`src/hevb_pkg.sv`:
```
package hevb_pkg;

    localparam int EVT_W  = 32;
    localparam int TIME_W = 48;
    localparam int CHAN_W = 4;
    localparam int WORD_W = 16;
    localparam int VAL_W  = 17;
    localparam int SEL_W  = 2;
    localparam int CFG_IDX_W = 4;

    // number of data words a hit carries; data_select saturates to the last one
    localparam int WORDS_PER_HIT = 4;

    localparam logic OP_HIT   = 1'b0;
    localparam logic OP_FLUSH = 1'b1;

    localparam logic [CFG_IDX_W-1:0] CFG_DATA_SELECT = 4'd0;
    localparam logic [CFG_IDX_W-1:0] CFG_INIT_VALUE  = 4'd1;

    typedef enum logic {
        ST_IDLE,
        ST_EMIT
    } t_state;

    // control broadcast to every cell of the chain
    typedef struct packed {
        logic              shift;
        logic              open;
        logic              write;
        logic [CHAN_W-1:0] channel;
        logic [VAL_W-1:0]  word;
        logic [VAL_W-1:0]  init;
    } t_cell_ctl;

endpackage

```
`src/hevb_cell.sv`:
```
module hevb_cell
    import hevb_pkg::*;
#(
    parameter int IDX = 0
) (
    input  logic             i_clk,
    input  t_cell_ctl        i_ctl,
    input  logic [VAL_W-1:0] i_next_value,
    output logic [VAL_W-1:0] o_value
);

    logic             w_match;
    logic [VAL_W-1:0] r_value;

    // channel port is narrow; cells past its range never match
    assign w_match = (IDX < (1 << CHAN_W)) && (i_ctl.channel == CHAN_W'(IDX));

    always_ff @(posedge i_clk) begin
        if ((i_ctl.open || i_ctl.write) && w_match) begin
            r_value <= i_ctl.word;
        end else if (i_ctl.open) begin
            r_value <= i_ctl.init;
        end else if (i_ctl.shift) begin
            r_value <= i_next_value;
        end
    end

    assign o_value = r_value;

endmodule

```
`src/hit_to_event_vector_builder_core.sv`:
```
// Channel  | valid        | ready        | payload
// ---------+--------------+--------------+------------------------------------------
// hit in   | i_in_valid   | o_in_ready   | i_operation, i_event_number, i_channel,
//          |              |              | i_hit_time, i_word_0 .. i_word_3
// event out| o_out_valid  | i_out_ready  | o_out_event, o_out_time, o_out_channel,
//          |              |              | o_out_value, o_bad_channel_seen, o_last_of_event
// config   | i_cfg_valid  | o_cfg_ready  | i_cfg_index, i_cfg_data
//
// A hit inside the open event leaves input ready. An item that closes an event
// shifts the cell chain out one channel per output handshake, NUM_CHANNELS
// results in all; input is held off during that time, and a closing hit opens
// its event on the last handshake. Output stalls simply freeze the chain.
// Reset (synchronous, active low) leaves no event open; the cells need no reset
// since every event opening loads all of them.
module hit_to_event_vector_builder_core
    import hevb_pkg::*;
#(
    parameter int NUM_CHANNELS = 16
) (
    input  logic                    i_clk,
    input  logic                    i_rst_n,

    input  logic                    i_in_valid,
    output logic                    o_in_ready,
    input  logic                    i_operation,
    input  logic [EVT_W-1:0]        i_event_number,
    input  logic [CHAN_W-1:0]       i_channel,
    input  logic [TIME_W-1:0]       i_hit_time,
    input  logic [WORD_W-1:0]       i_word_0,
    input  logic [WORD_W-1:0]       i_word_1,
    input  logic [WORD_W-1:0]       i_word_2,
    input  logic [WORD_W-1:0]       i_word_3,

    output logic                    o_out_valid,
    input  logic                    i_out_ready,
    output logic [EVT_W-1:0]        o_out_event,
    output logic [TIME_W-1:0]       o_out_time,
    output logic [CHAN_W-1:0]       o_out_channel,
    output logic signed [VAL_W-1:0] o_out_value,
    output logic                    o_bad_channel_seen,
    output logic                    o_last_of_event,

    input  logic                    i_cfg_valid,
    output logic                    o_cfg_ready,
    input  logic [CFG_IDX_W-1:0]    i_cfg_index,
    input  logic [VAL_W-1:0]        i_cfg_data
);

    localparam int IDX_W = (NUM_CHANNELS > 1) ? $clog2(NUM_CHANNELS) : 1;

    t_state             r_state, n_state;
    logic               r_open;
    logic [EVT_W-1:0]   r_evt;
    logic [TIME_W-1:0]  r_time;
    logic               r_bad;
    logic [IDX_W-1:0]   r_idx;
    logic [SEL_W-1:0]   r_data_sel;
    logic [VAL_W-1:0]   r_init;

    // hit that closed the previous event, applied when emission ends
    logic               r_pend;
    logic [EVT_W-1:0]   r_pend_evt;
    logic [TIME_W-1:0]  r_pend_time;
    logic [CHAN_W-1:0]  r_pend_ch;
    logic [VAL_W-1:0]   r_pend_word;

    logic               w_acc_in, w_acc_out, w_is_hit, w_closing, w_last, w_ch_ok;
    logic               w_pend_ch_ok;
    logic [SEL_W-1:0]   w_sel;
    logic [WORD_W-1:0]  w_word;
    logic [IDX_W+3:0]   w_idx_ext;
    t_cell_ctl          w_ctl;
    logic [VAL_W-1:0]   w_cell_val [NUM_CHANNELS+1];

    assign o_cfg_ready = 1'b1;

    assign w_acc_in   = i_in_valid && o_in_ready;
    assign w_acc_out  = o_out_valid && i_out_ready;
    assign w_is_hit   = w_acc_in && (i_operation == OP_HIT);
    assign w_closing  = r_open && (i_event_number != r_evt);
    assign w_last     = (r_idx == IDX_W'(NUM_CHANNELS - 1));
    assign w_ch_ok    = (int'(i_channel) < NUM_CHANNELS);
    assign w_pend_ch_ok = (int'(r_pend_ch) < NUM_CHANNELS);

    assign w_sel = (int'(r_data_sel) >= WORDS_PER_HIT) ? SEL_W'(WORDS_PER_HIT - 1)
                                                       : r_data_sel;
    always_comb begin
        case (w_sel)
            2'd0:    w_word = i_word_0;
            2'd1:    w_word = i_word_1;
            2'd2:    w_word = i_word_2;
            default: w_word = i_word_3;
        endcase
    end

    always_comb begin
        n_state = r_state;
        case (r_state)
            ST_IDLE: begin
                if (w_acc_in && r_open && ((i_operation == OP_FLUSH) || w_closing)) begin
                    n_state = ST_EMIT;
                end
            end
            ST_EMIT: begin
                if (w_acc_out && w_last) begin
                    n_state = ST_IDLE;
                end
            end
            default: n_state = ST_IDLE;
        endcase
    end

    always_comb begin
        o_in_ready  = 1'b0;
        o_out_valid = 1'b0;
        case (r_state)
            ST_IDLE: o_in_ready  = 1'b1;
            ST_EMIT: o_out_valid = 1'b1;
            default: begin
                o_in_ready  = 1'b0;
                o_out_valid = 1'b0;
            end
        endcase
    end

    always_comb begin
        w_ctl.shift = w_acc_out;
        w_ctl.open  = (w_is_hit && !r_open) || (w_acc_out && w_last && r_pend);
        w_ctl.write = w_is_hit && r_open && !w_closing;
        w_ctl.init  = r_init;
        if (r_state == ST_IDLE) begin
            w_ctl.channel = i_channel;
            w_ctl.word    = {1'b0, w_word};
        end else begin
            w_ctl.channel = r_pend_ch;
            w_ctl.word    = r_pend_word;
        end
    end

    always_ff @(posedge i_clk) begin
        if (!i_rst_n) begin
            r_state    <= ST_IDLE;
            r_open     <= 1'b0;
            r_evt      <= '0;
            r_time     <= '0;
            r_bad      <= 1'b0;
            r_idx      <= '0;
            r_pend     <= 1'b0;
            r_data_sel <= '0;
            r_init     <= '0;
        end else begin
            r_state <= n_state;

            if (i_cfg_valid && o_cfg_ready) begin
                if (i_cfg_index == CFG_DATA_SELECT) begin
                    r_data_sel <= i_cfg_data[SEL_W-1:0];
                end else if (i_cfg_index == CFG_INIT_VALUE) begin
                    r_init <= i_cfg_data;
                end
            end

            if (w_acc_in) begin
                if (i_operation == OP_FLUSH) begin
                    r_pend <= 1'b0;
                end else if (!r_open) begin
                    r_open <= 1'b1;
                    r_evt  <= i_event_number;
                    r_time <= i_hit_time;
                    r_bad  <= !w_ch_ok;
                end else if (w_closing) begin
                    r_pend <= 1'b1;
                end else if (!w_ch_ok) begin
                    r_bad <= 1'b1;
                end
            end

            if (w_acc_out) begin
                if (w_last) begin
                    r_idx <= '0;
                    if (r_pend) begin
                        r_evt  <= r_pend_evt;
                        r_time <= r_pend_time;
                        r_bad  <= !w_pend_ch_ok;
                    end else begin
                        r_open <= 1'b0;
                    end
                    r_pend <= 1'b0;
                end else begin
                    r_idx <= r_idx + 1'b1;
                end
            end
        end
    end

    always_ff @(posedge i_clk) begin
        if (w_is_hit) begin
            r_pend_evt  <= i_event_number;
            r_pend_time <= i_hit_time;
            r_pend_ch   <= i_channel;
            r_pend_word <= {1'b0, w_word};
        end
    end

    assign w_cell_val[NUM_CHANNELS] = r_init;

    for (genvar g = 0; g < NUM_CHANNELS; g++) begin : g_cell
        hevb_cell #(
            .IDX(g)
        ) u_cell (
            .i_clk        (i_clk),
            .i_ctl        (w_ctl),
            .i_next_value (w_cell_val[g+1]),
            .o_value      (w_cell_val[g])
        );
    end

    assign w_idx_ext          = {4'b0, r_idx};
    assign o_out_event        = r_evt;
    assign o_out_time         = r_time;
    assign o_out_channel      = w_idx_ext[CHAN_W-1:0];
    assign o_out_value        = w_cell_val[0];
    assign o_bad_channel_seen = r_bad;
    assign o_last_of_event    = w_last;

`ifndef ASSERT_OFF
    a_one_side: assert property (@(posedge i_clk) disable iff (!i_rst_n)
        !(o_in_ready && o_out_valid))
        else $error("input and output sides active together");

    a_emit_needs_event: assert property (@(posedge i_clk) disable iff (!i_rst_n)
        o_out_valid |-> r_open)
        else $error("emitting with no open event");

    a_last_ends_emit: assert property (@(posedge i_clk) disable iff (!i_rst_n)
        (o_out_valid && i_out_ready && o_last_of_event) |=> (!o_out_valid && r_idx == '0))
        else $error("emission did not end after the last element");

    a_pend_only_emit: assert property (@(posedge i_clk) disable iff (!i_rst_n)
        r_pend |-> o_out_valid)
        else $error("pending hit left outside emission");
`endif

endmodule

```
`config.mk`:
```
export PLATFORM = sky130hd
export DESIGN_NAME = hit_to_event_vector_builder_core
export DESIGN_NICKNAME = d
export VERILOG_FILES = /design/src/hevb_pkg.sv /design/src/hevb_cell.sv /design/src/hit_to_event_vector_builder_core.sv
export SDC_FILE = /design/constraint.sdc
export NUM_CORES = 1
export LEC_CHECK = 0
export BUFFER_PORTS_ARGS = -buffer_cell sky130_fd_sc_hd__buf_2
export CAP_MARGIN = 20
export CORE_MARGIN = 4
export CORE_UTILIZATION = 59
export CTS_CLUSTER_SIZE = 10
export DETAILED_ROUTE_END_ITERATION = 8
export PLACE_DENSITY = 0.83
export SKIP_CTS_REPAIR_TIMING = 1
export SLEW_MARGIN = 20
export SYNTH_ARGS = -nofsm -noshare
export SYNTH_HDL_FRONTEND = slang
export SYNTH_SLANG_ARGS = --single-unit
```
`constraint.sdc`:
```
create_clock -name i_clk -period 17.9 [get_ports i_clk]
set_input_delay 0.895 -clock i_clk [delete_from_list [all_inputs] [get_ports i_clk]]
set_output_delay 0.895 -clock i_clk [all_outputs]
set_load 0.1 [all_outputs]
```
==> results of run 1 <==
## worst paths after layout
check | startpoint | endpoint | slack (ns) | cells after the start
max | i_event_number[12] | g_cell[4].u_cell.o_value[8]$_DFFE_PP_ | 13.39 | 7
min | r_pend_time[36]$_DFFE_PP_ | o_out_time[36]$_SDFF_PN0_ | 0.49 | 1
max reg2reg | o_out_event[31]$_SDFF_PN0_ | g_cell[4].u_cell.o_value[8]$_DFFE_PP_ | 13.47 | 6
min reg2reg | r_pend_time[36]$_DFFE_PP_ | o_out_time[36]$_SDFF_PN0_ | 0.49 | 1
## power by group
part	switching (mW)	leakage, nW	internal [mW]
combinational	0.238	5.44	0.0967
sequential	0.0244	4.39	1.29
clock	0.410	0.721	0.561
total	0.673	10.5	1.95
## final cells by class
type	count	area (sq um)
clock buffers	79	1480
diodes	3	7.51
inverters	21	78.8
multi-input cells	1048	7900
clock inverters	3	21.3
flip-flops and latches	479	13300
fillers	2400	11400
well taps	468	586
repair buffers	322	1740
## worst max-delay path: stages
cell,delay (ns)
buf_2,0.12
xor2_1,0.15
nor4_1,0.50
nand4_1,0.54
or2_1,0.72
o31ai_4,1.06
nand2b_1,0.71
## flip-flops by register name, summed over array words and instances, names as in the netlist
name and count:
g_cell.u_cell.o_value 272, o_out_time 48, r_pend_time 48, o_out_event 32, r_pend_evt 32, r_init 17, r_pend_word 16, o_out_channel 4
r_pend_ch 4, r_data_sel 2, o_bad_channel_seen 1, r_open 1, r_pend 1, r_state 1
## Yosys cell counts, types with 11 or more instances
| cell | n | area share, % |
|---|---|---|
| clkbuf_1 | 88 | 1.5 |
| a211oi_1 | 33 | 1.1 |
| buf_2 | 36 | 0.83 |
| mux4_2 | 16 | 1.7 |
| inv_1 | 21 | 0.36 |
| dfxtp_1 | 107 | 9.8 |
| buf_1 | 11 | 0.19 |
| nor2b_1 | 28 | 0.80 |
| nor2_1 | 44 | 0.76 |
| mux2i_1 | 308 | 14 |
| nand2b_1 | 15 | 0.43 |
| xor2_1 | 33 | 1.3 |
| edfxtp_1 | 372 | 51 |
| o211a_1 | 80 | 3.7 |
| nand3_1 | 40 | 0.92 |
| nand2_1 | 131 | 2.3 |
| a21oi_1 | 260 | 6.0 |
## routing by layer
metal | routed length (microns) | part of all wire, % | track usage (%) | vias to the layer above
met5 | 47 | 0.090 | 0 | -
li1 | - | - | - | 6821
met2 | 25600 | 49 | 42.5 | 643
met3 | 3980 | 7.7 | 6.12 | 101
met1 | 20900 | 40 | 32.4 | 7340
met4 | 1520 | 2.9 | 8.61 | 8
## cells by family after synthesis
kind of cell	count (synthesis)	synth area share, %
adder cells (fa/ha/maj)	1	0.0575
flip-flops	479	61.1
multiplexers	324	15.8
XOR/XNOR	35	1.41
other	1	0.0172
AO/OA/AOI/OAI	404	12.0
buffers and inverters	172	3.62
AND/OR/NAND/NOR	283	5.91
## per-stage QoR
| step | hold slack (ns) | cell area [sq um] | std cells |
|---|---|---|---|
| CTS | 0.482 | 25100 | 2420 |
| global placement | 0.464 | 23600 | 2338 |
| detailed placement | 0.476 | 23600 | 2338 |
| global route | 0.483 | 25100 | 2422 |
| floorplan | 0.466 | 21800 | 1699 |
| finish | 0.485 | 25100 | 2423 |
==> out/results.ini, run 1 <==
[die]
die_y_microns = 200
num_rows = 70
die-area_sq_um = 40000
die_w_microns = 200
ios = 281
core_area_sq_um = 36500
initial_core_util_pct = 59.6

[timing]
period_share_pct = 25.2
finalClockSkew_ns = 0.0104
fmax_mhz = 222
worstMarginPinSlew_ns = 1.13
rsz0062_at_grt = false
drv_slew = 0
final.min_clock_period_ns = 4.51
slew_headroom_pct = 24.7
tns_ns = 0
setup_viol = 0
timing.final.ws_setup_ns = 13.39
hold_viol_final = 0

[cts]
cts_tree = yes
htreeDepth = 2
cts_sinks = 479
cts_buffers = 54
clk_pin_slew_ns = 0.05
root_buffer = clkbuf_16
worstSkewPairLatency_ns = 0.58
clock_path_buffers = 3

[finish]
area_delta_synth_final_pct = 15.4
nNetsFinal = 2102
final_core_util_pct = 68.8
layout-drive-gt1-share_pct = 22.1
final_cell_mix = edfxtp_1, mux2i_1, buf_2
final_common_cell = edfxtp_1

[run]
drv_cap = 0

[detailed_routing]
via_per_inst = 6.15
ant_nets = 0
avgRoutedWirePerCell_microns = 21.4
vias = 14900
drtIter0Drc = 1135
firstDrtPassIters = 5
drc_errors = 0
drt-total-wl_mm = 52.0

[global_route]
grt.total_usage_pct = 25.2
antenna_found_initial = 9
grt-ovfl-total = 0
grt_pass1_vias = 15200
grt_start_max_net_pins = 199
grt_pass1_wl_mm = 82.9

[synthesis]
netlist_instances = 1699
syn-num-nets = 1875
synthFlopType = edfxtp_1
synth_cell_type_count = 49
seq_area_frac_synth_pct = 61.1
postSynth.asyncResetShare_pct = 0
yosysWarnings = 0
synth_seq_cells = 479
synth_area_sq_um = 21800
avgSynthCellArea_sq_um = 12.8
synth_edf_count = 372

[pwr]
power.density_nw_per_um2 = 104
leakagePower_nw = 10.5
ir_drop_v = 0.000100
power_mw = 2.62

[setup_path]
crit_path_max_fanout = 18
crit_required_ns = 18.10
setup.worst_path.start_class = input port
worst_ep_arrival_time_ns = 4.72
end_kind = register
path_class = input port to register

[placement]
routabilityCongestion = 0.858
place_ws_ns = 12.86
io_buffers = 279
hpwl_mm = 34.5

[min_path]
hold_class = register to register

[run_status]
status = completed

No activity file was read; power rests on OpenSTA's default activity.
==> run 2, diff against run 1 <==
- CORE_UTILIZATION: 59 -> 58
- PLACE_DENSITY: 0.83 -> 0.82
- clock period: 17.9 -> 4.5 ns (I/O delays scaled with it)
==> run 2 against run 1 <==
Combinational power rose to 4.4 times the previous value. Largest power group unchanged. Power rose to 4.1 times the previous value. Largest cell class unchanged. Highest routed layer is now met4. Cell area up 5.5%. Clock skew up 0.017 ns. Flip-flop and latch count unchanged.
==> out/results.ini, run 2 (synthesis gave the netlist of run 1 again) <==
[global_route]
gr-usage-met1_pct = 32.9  ; was 32.4%
grt-ovfl-total = 0  ; unchanged
grt_pass1_vias = 15800  ; was 15200
grt_start_max_net_pins = 148  ; was 199
antenna_found_initial = 2  ; was 9
grt_pass1_wl_mm = 86.7  ; was 82.9 mm
met2_usage_pct = 44.6  ; was 42.5%
grt.total_usage_pct = 26.5  ; was 25.2%
grt_busiest_layer = met2  ; unchanged
gr-usage-met3_pct = 7.14  ; was 6.12%

[timing]
tns_ns = 0  ; unchanged
drv_slew = 0  ; unchanged
period_share_pct = 82.1
timing.hold.ws_ns = 0.0430  ; was 0.485 ns
setup_viol = 0  ; unchanged
hold_viol_final = 0  ; unchanged
finalClockSkew_ns = 0.0275  ; was 0.0104 ns
fmax_mhz = 271
final.min_clock_period_ns = 3.69
slew_headroom_pct = 25.3  ; was 24.7%
worstMarginPinSlew_ns = 1.12  ; was 1.13 ns
timing.final.ws_setup_ns = 0.807  ; was 13.39 ns
rsz0062_at_grt = false  ; unchanged

[finish]
multi_input_area_sq_um = 8120  ; was 7900 sq um
final_cell_mix = edfxtp_1, mux2i_1, buf_2  ; unchanged
ff_latch_area_sq_um = 13300  ; about the same
area_delta_synth_final_pct = 21.7  ; was 15.4%
final_common_cell = edfxtp_1  ; unchanged
layout-drive-gt1-share_pct = 23.0  ; was 22.1%
fillers = 2225  ; was 2400
largest_reg_flops = 272  ; unchanged
nNetsFinal = 2219  ; was 2102
design_area_sq_um = 26500  ; was 25100 sq um

[cts]
cts_sinks = 479  ; unchanged
clock_path_buffers = 3  ; unchanged
cts_tree = yes  ; unchanged
clk_pin_slew_ns = 0.06  ; was 0.05 ns
root_buffer = clkbuf_16  ; unchanged
worstSkewPairLatency_ns = 0.61  ; was 0.58 ns
cts_buffers = 54  ; unchanged
htreeDepth = 2  ; unchanged

[die]
initial_core_util_pct = 59.2  ; was 59.6%
num_rows = 70  ; unchanged
die_y_microns = 202  ; was 200 microns
core_area_sq_um = 36800  ; was 36500 sq um
ios = 281  ; unchanged
die-area_sq_um = 40700  ; was 40000 sq um
die_w_microns = 202  ; was 200 microns

[detailed_routing]
avgRoutedWirePerCell_microns = 23.6  ; was 21.4 microns
via_per_inst = 6.32  ; was 6.15
ant_nets = 0  ; unchanged
drt-total-wl_mm = 59.9  ; was 52.0 mm
vias = 16100  ; was 14900
firstDrtPassIters = 6  ; was 5
drtIter0Drc = 1465  ; was 1135
drc_errors = 0  ; unchanged

[setup_path]
worst_ep_arrival_time_ns = 4.12  ; was 4.72 ns
crit_path_max_fanout = 13  ; was 18
path_buf_inv = 1  ; unchanged
end_kind = register  ; unchanged
worstReg2RegStart = o_out_event[29]$_SDFF_PN0_  ; was o_out_event[31]$_SDFF_PN0_
r2r_setup_slack_ns = 0.81  ; was 13.47 ns
crit_chain = xor2_1 -> nor4_1 -> nand4_1 -> or2_1 -> o41ai_2 -> buf_4 -> mux2i_1  ; was buf_2 -> xor2_1 -> nor4_1 -> nand4_1 -> or2_1 -> o31ai_4 -> nand2b_1
ff2ff_path_depth = 7  ; was 6
crit_required_ns = 4.93  ; was 18.10 ns
max_stage_delay_ns = 0.84  ; was 1.06 ns
path_class = register to register  ; was input port to register
r2r-end = g_cell[6].u_cell.o_value[11]$_DFFE_PP_  ; was g_cell[4].u_cell.o_value[8]$_DFFE_PP_
cp_top_family = simple AND/OR/NAND/NOR gates  ; unchanged
setup.worst_path.start_class = register  ; was input port
slowest_stage = o41ai_2  ; was o31ai_4

[min_path]
hold_start = i_word_0[3]  ; was r_pend_time[36]$_DFFE_PP_
hold_depth = 2  ; was 1
hold_class = input port to register  ; was register to register
worstHoldEndpoint = r_pend_word[3]$_DFFE_PP_  ; was o_out_time[36]$_SDFF_PN0_

[run]
drv_cap = 0  ; unchanged

[pwr]
leakagePower_nw = 11.1  ; was 10.5 nW
ir_drop_v = 0.000340  ; was 0.000100 V
power.density_nw_per_um2 = 403  ; was 104 nW/um^2

[run_status]
status = completed  ; unchanged

[placement]
routabilityCongestion = 0.909  ; was 0.858
hpwl_mm = 36.5  ; was 34.5 mm
place_ws_ns = 1.05  ; was 12.86 ns
io_buffers = 279  ; unchanged
place_area_sq_um = 23900  ; was 23600 sq um

-- run 2: how the worst max path moves through the flow --
stage	startpoint	endpoint	slack, ns	cells past startpoint
after CTS	o_out_event[2]$_SDFF_PN0_	g_cell[6].u_cell.o_value[11]$_DFFE_PP_	1.02	7
final	o_out_event[29]$_SDFF_PN0_	g_cell[6].u_cell.o_value[11]$_DFFE_PP_	0.81	7
after global placement	i_event_number[30]	g_cell[6].u_cell.o_value[8]$_DFFE_PP_	1.12	7
after detailed placement	i_event_number[30]	g_cell[6].u_cell.o_value[11]$_DFFE_PP_	1.05	8
after floorplan	r_state$_SDFF_PN0_	g_cell[2].u_cell.o_value[0]$_DFFE_PP_	-0.20	5
after global routing	o_out_event[31]$_SDFF_PN0_	g_cell[6].u_cell.o_value[11]$_DFFE_PP_	0.76	7
-- run 2: per-stage QoR --
| stage | utilization, % | power, mW | cells |
|---|---|---|---|
| 2_1_floorplan | - | 6.29 | 1699 |
| 3_3_place_gp | 65.0 | 6.61 | 2352 |
| 3_5_place_dp | 65.0 | 6.67 | 2352 |
| 4_1_cts | 69.2 | 10.6 | 2437 |
| 5_1_grt | 72.1 | 11.0 | 2542 |
| 6_report | 72.1 | 10.7 | 2542 |
-- run 2: report_power, final --
group          internal (mW)  leakage [nW]  switching (mW)
Combinational          0.460          5.97            1.02
Clock                   2.24         0.724            1.73
Sequential              5.12          4.39           0.106
Total                   7.82          11.1            2.85
-- run 2: area by class of cell --
type	count	share of cell area (%)
Multi-Input combinational cell	1048	30.6
Sequential cell	479	50.2
Clock inverter	3	0.151
Tap cell	468	2.21
Timing Repair Buffer	439	10.9
Antenna cell	2	0.0189
Inverter	21	0.297
Clock buffer	82	5.57
-- run 2: worst register-to-register path: stages, from the launching register on --
cell	delay (ns)
dfxtp_1	0.34
xor2_1	0.19
nor4_1	0.49
nand4_1	0.53
or2_1	0.49
o41ai_2	0.84
buf_4	0.39
mux2i_1	0.25
-- run 2: routing by layer --
| layer | routed length [microns] | vias to the layer above |
|---|---|---|
| met5 | 0 | - |
| met4 | 3110 | 0 |
| met3 | 4780 | 210 |
| met2 | 29700 | 904 |
| met1 | 22300 | 7891 |
| li1 | - | 7059 |
==> run 3, diff against run 2 <==
- CORE_UTILIZATION: 58 -> 53
- PLACE_DENSITY: 0.82 -> 0.79
- clock period: 4.5 -> 3.1 ns (I/O delays scaled with it)
==> run 3 against run 2 <==
Sequential share of layout area decreased by 0.48 points. Via count shrank 1.9%. Worst hold slack lost 0.038 ns. Cell area rose by 0.96%. Final cell count grew 2.8%. Critical path depth increased by 1. Utilization down 5.5 points. Clock skew shrank 0.0034 ns. Count of clock-buffer cells in the layout shrank 5. Power grew 44%. Setup slack got worse by 0.68 ns. Register-to-register slack worse by 0.68 ns.
==> out/results.ini, run 3 (synthesis gave the netlist of run 1 again) <==
[setup_path]
r2r_setup_slack_ns = 0.13  ; was 0.81 ns
crit_required_ns = 3.50  ; was 4.93 ns
startpoint = o_out_event[2]$_SDFF_PN0_  ; was o_out_event[29]$_SDFF_PN0_
path_class = register to register  ; unchanged
worst_ep_arrival_time_ns = 3.37  ; was 4.12 ns
setup.worst_path.start_class = register  ; unchanged
worstReg2RegStart = o_out_event[2]$_SDFF_PN0_  ; was o_out_event[29]$_SDFF_PN0_
r2r-end = g_cell[4].u_cell.o_value[1]$_DFFE_PP_  ; was g_cell[6].u_cell.o_value[11]$_DFFE_PP_
path_buf_inv = 2  ; was 1
crit_path_max_fanout = 17  ; was 13
max_stage_delay_ns = 0.51  ; was 0.84 ns
slowest_stage = or2_1  ; was o41ai_2
cp_top_family = simple AND/OR/NAND/NOR gates  ; unchanged
crit_chain = xor2_1 -> nor4_1 -> nand4_1 -> or2_1 -> buf_12 -> o31ai_4 -> buf_4 -> mux2i_1  ; was xor2_1 -> nor4_1 -> nand4_1 -> or2_1 -> o41ai_2 -> buf_4 -> mux2i_1
end_kind = register  ; unchanged
ff2ff_path_depth = 8  ; was 7

[detailed_routing]
drc_errors = 0  ; unchanged
firstDrtPassIters = 5  ; was 6
avgRoutedWirePerCell_microns = 21.8  ; was 23.6 microns
ant_nets = 0  ; unchanged
drt-total-wl_mm = 57.0  ; was 59.9 mm
vias = 15800  ; was 16100
via_per_inst = 6.03  ; was 6.32
drtIter0Drc = 1230  ; was 1465

[global_route]
grt-ovfl-total = 0  ; unchanged
antenna_found_initial = 5  ; was 2
grt_pass1_wl_mm = 83.5  ; was 86.7 mm
grt_start_max_net_pins = 167  ; was 148
grt_pass1_vias = 15200  ; was 15800
grt.total_usage_pct = 23.1  ; was 26.5%

[timing]
final.min_clock_period_ns = 2.97  ; was 3.69 ns
finalClockSkew_ns = 0.0241  ; was 0.0275 ns
worstMarginPinSlew_ns = 0.936  ; was 1.12 ns
hold_viol_final = 0  ; unchanged
drv_slew = 0  ; unchanged
period_share_pct = 95.8  ; was 82.1%
tns_ns = 0  ; unchanged
timing.hold.ws_ns = 0.00494  ; was 0.0430 ns
fmax_mhz = 337  ; was 271 MHz
setup_viol = 0  ; unchanged
slew_headroom_pct = 37.6  ; was 25.3%

[cts]
worstSkewPairLatency_ns = 0.59  ; was 0.61 ns
htreeDepth = 2  ; unchanged
root_buffer = clkbuf_16  ; unchanged
clock_path_buffers = 3  ; unchanged
clk_pin_slew_ns = 0.06  ; about the same
cts_buffers = 54  ; unchanged
cts_tree = yes  ; unchanged
cts_sinks = 479  ; unchanged

[min_path]
hold_depth = 2  ; unchanged
hold_start = i_word_0[11]  ; was i_word_0[3]
worstHoldEndpoint = r_pend_word[11]$_DFFE_PP_  ; was r_pend_word[3]$_DFFE_PP_
hold_class = input port to register  ; unchanged

[finish]
area_delta_synth_final_pct = 22.9  ; was 21.7%
nNetsFinal = 2235  ; was 2219
final_core_util_pct = 66.6  ; was 72.1%
final_cell_mix = edfxtp_1, mux2i_1, buf_2  ; unchanged
final_common_cell = edfxtp_1  ; unchanged
layout-drive-gt1-share_pct = 23.3  ; was 23.0%
largest_reg_flops = 272  ; unchanged
design_area_sq_um = 26800  ; was 26500 sq um

[die]
die_y_microns = 211  ; was 202 microns
die_w_microns = 211  ; was 202 microns
die-area_sq_um = 44400  ; was 40700 sq um
core_area_sq_um = 40200  ; was 36800 sq um
ios = 281  ; unchanged
num_rows = 73  ; was 70
initial_core_util_pct = 54.2  ; was 59.2%

[placement]
io_buffers = 279  ; unchanged
place_area_sq_um = 24100  ; was 23900 sq um
hpwl_mm = 35.8  ; was 36.5 mm
routabilityCongestion = 0.900  ; was 0.909

[run]
drv_cap = 0  ; unchanged

[pwr]
power_mw = 15.3  ; was 10.7 mW
ir_drop_v = 0.000474  ; was 0.000340 V
power.density_nw_per_um2 = 573  ; was 403 nW/um^2
leakagePower_nw = 11.2  ; was 11.1 nW

[run_status]
status = completed  ; unchanged

[run 3: cell types whose count changed in the layout (fill, tap and decap cells not counted), sizes merged]
| cell | change |
|---|---|
| buf | +8 |
| dlygate4sd3 | +8 |
| clkbuf | -5 |
| diode | +3 |
| clkinv | +2 |
| clkinvlp | -1 |
[run 3: layer usage]
layer,up-vias,track usage [%],share of wire (%)
met2,777,38.9,50
li1,7099,-,-
met4,0,7.60,3.6
met5,-,0,0
met3,132,5.75,7.9
met1,7756,29.5,38
[run 3: layout make-up]
class	count	area, sq um
fill	2757	13400
tap	525	657
sequential	479	13300
timing repair buffer	455	3100
multi-input combinational	1048	8130
inverter	21	78.8
clock inverter	4	30.0
clock buffer	77	1440
antenna	5	12.5
[run 3: how the worst max path moves through the flow]
stage	to	slack [ns]	cells past startpoint
after CTS	g_cell[2].u_cell.o_value[0]$_DFFE_PP_	0.13	6
after global placement	g_cell[2].u_cell.o_value[11]$_DFFE_PP_	0.24	6
after floorplan	g_cell[2].u_cell.o_value[0]$_DFFE_PP_	-1.60	5
after detailed placement	g_cell[2].u_cell.o_value[10]$_DFFE_PP_	0.15	6
after global routing	g_cell[4].u_cell.o_value[2]$_DFFE_PP_	-0.002	8
final	g_cell[4].u_cell.o_value[1]$_DFFE_PP_	0.13	8
[run 3: through the flow]
step                cells  setup WS, ns
finish               2614         0.130
global route         2614      -0.00178
CTS                  2499         0.127
detailed placement   2418         0.154
global placement     2418         0.238
floorplan            1699         -1.60
[run 3: where the power goes]
group          switching [mW]  internal, mW
sequential              0.146          7.44
combinational            1.45         0.685
clock                    2.45          3.17
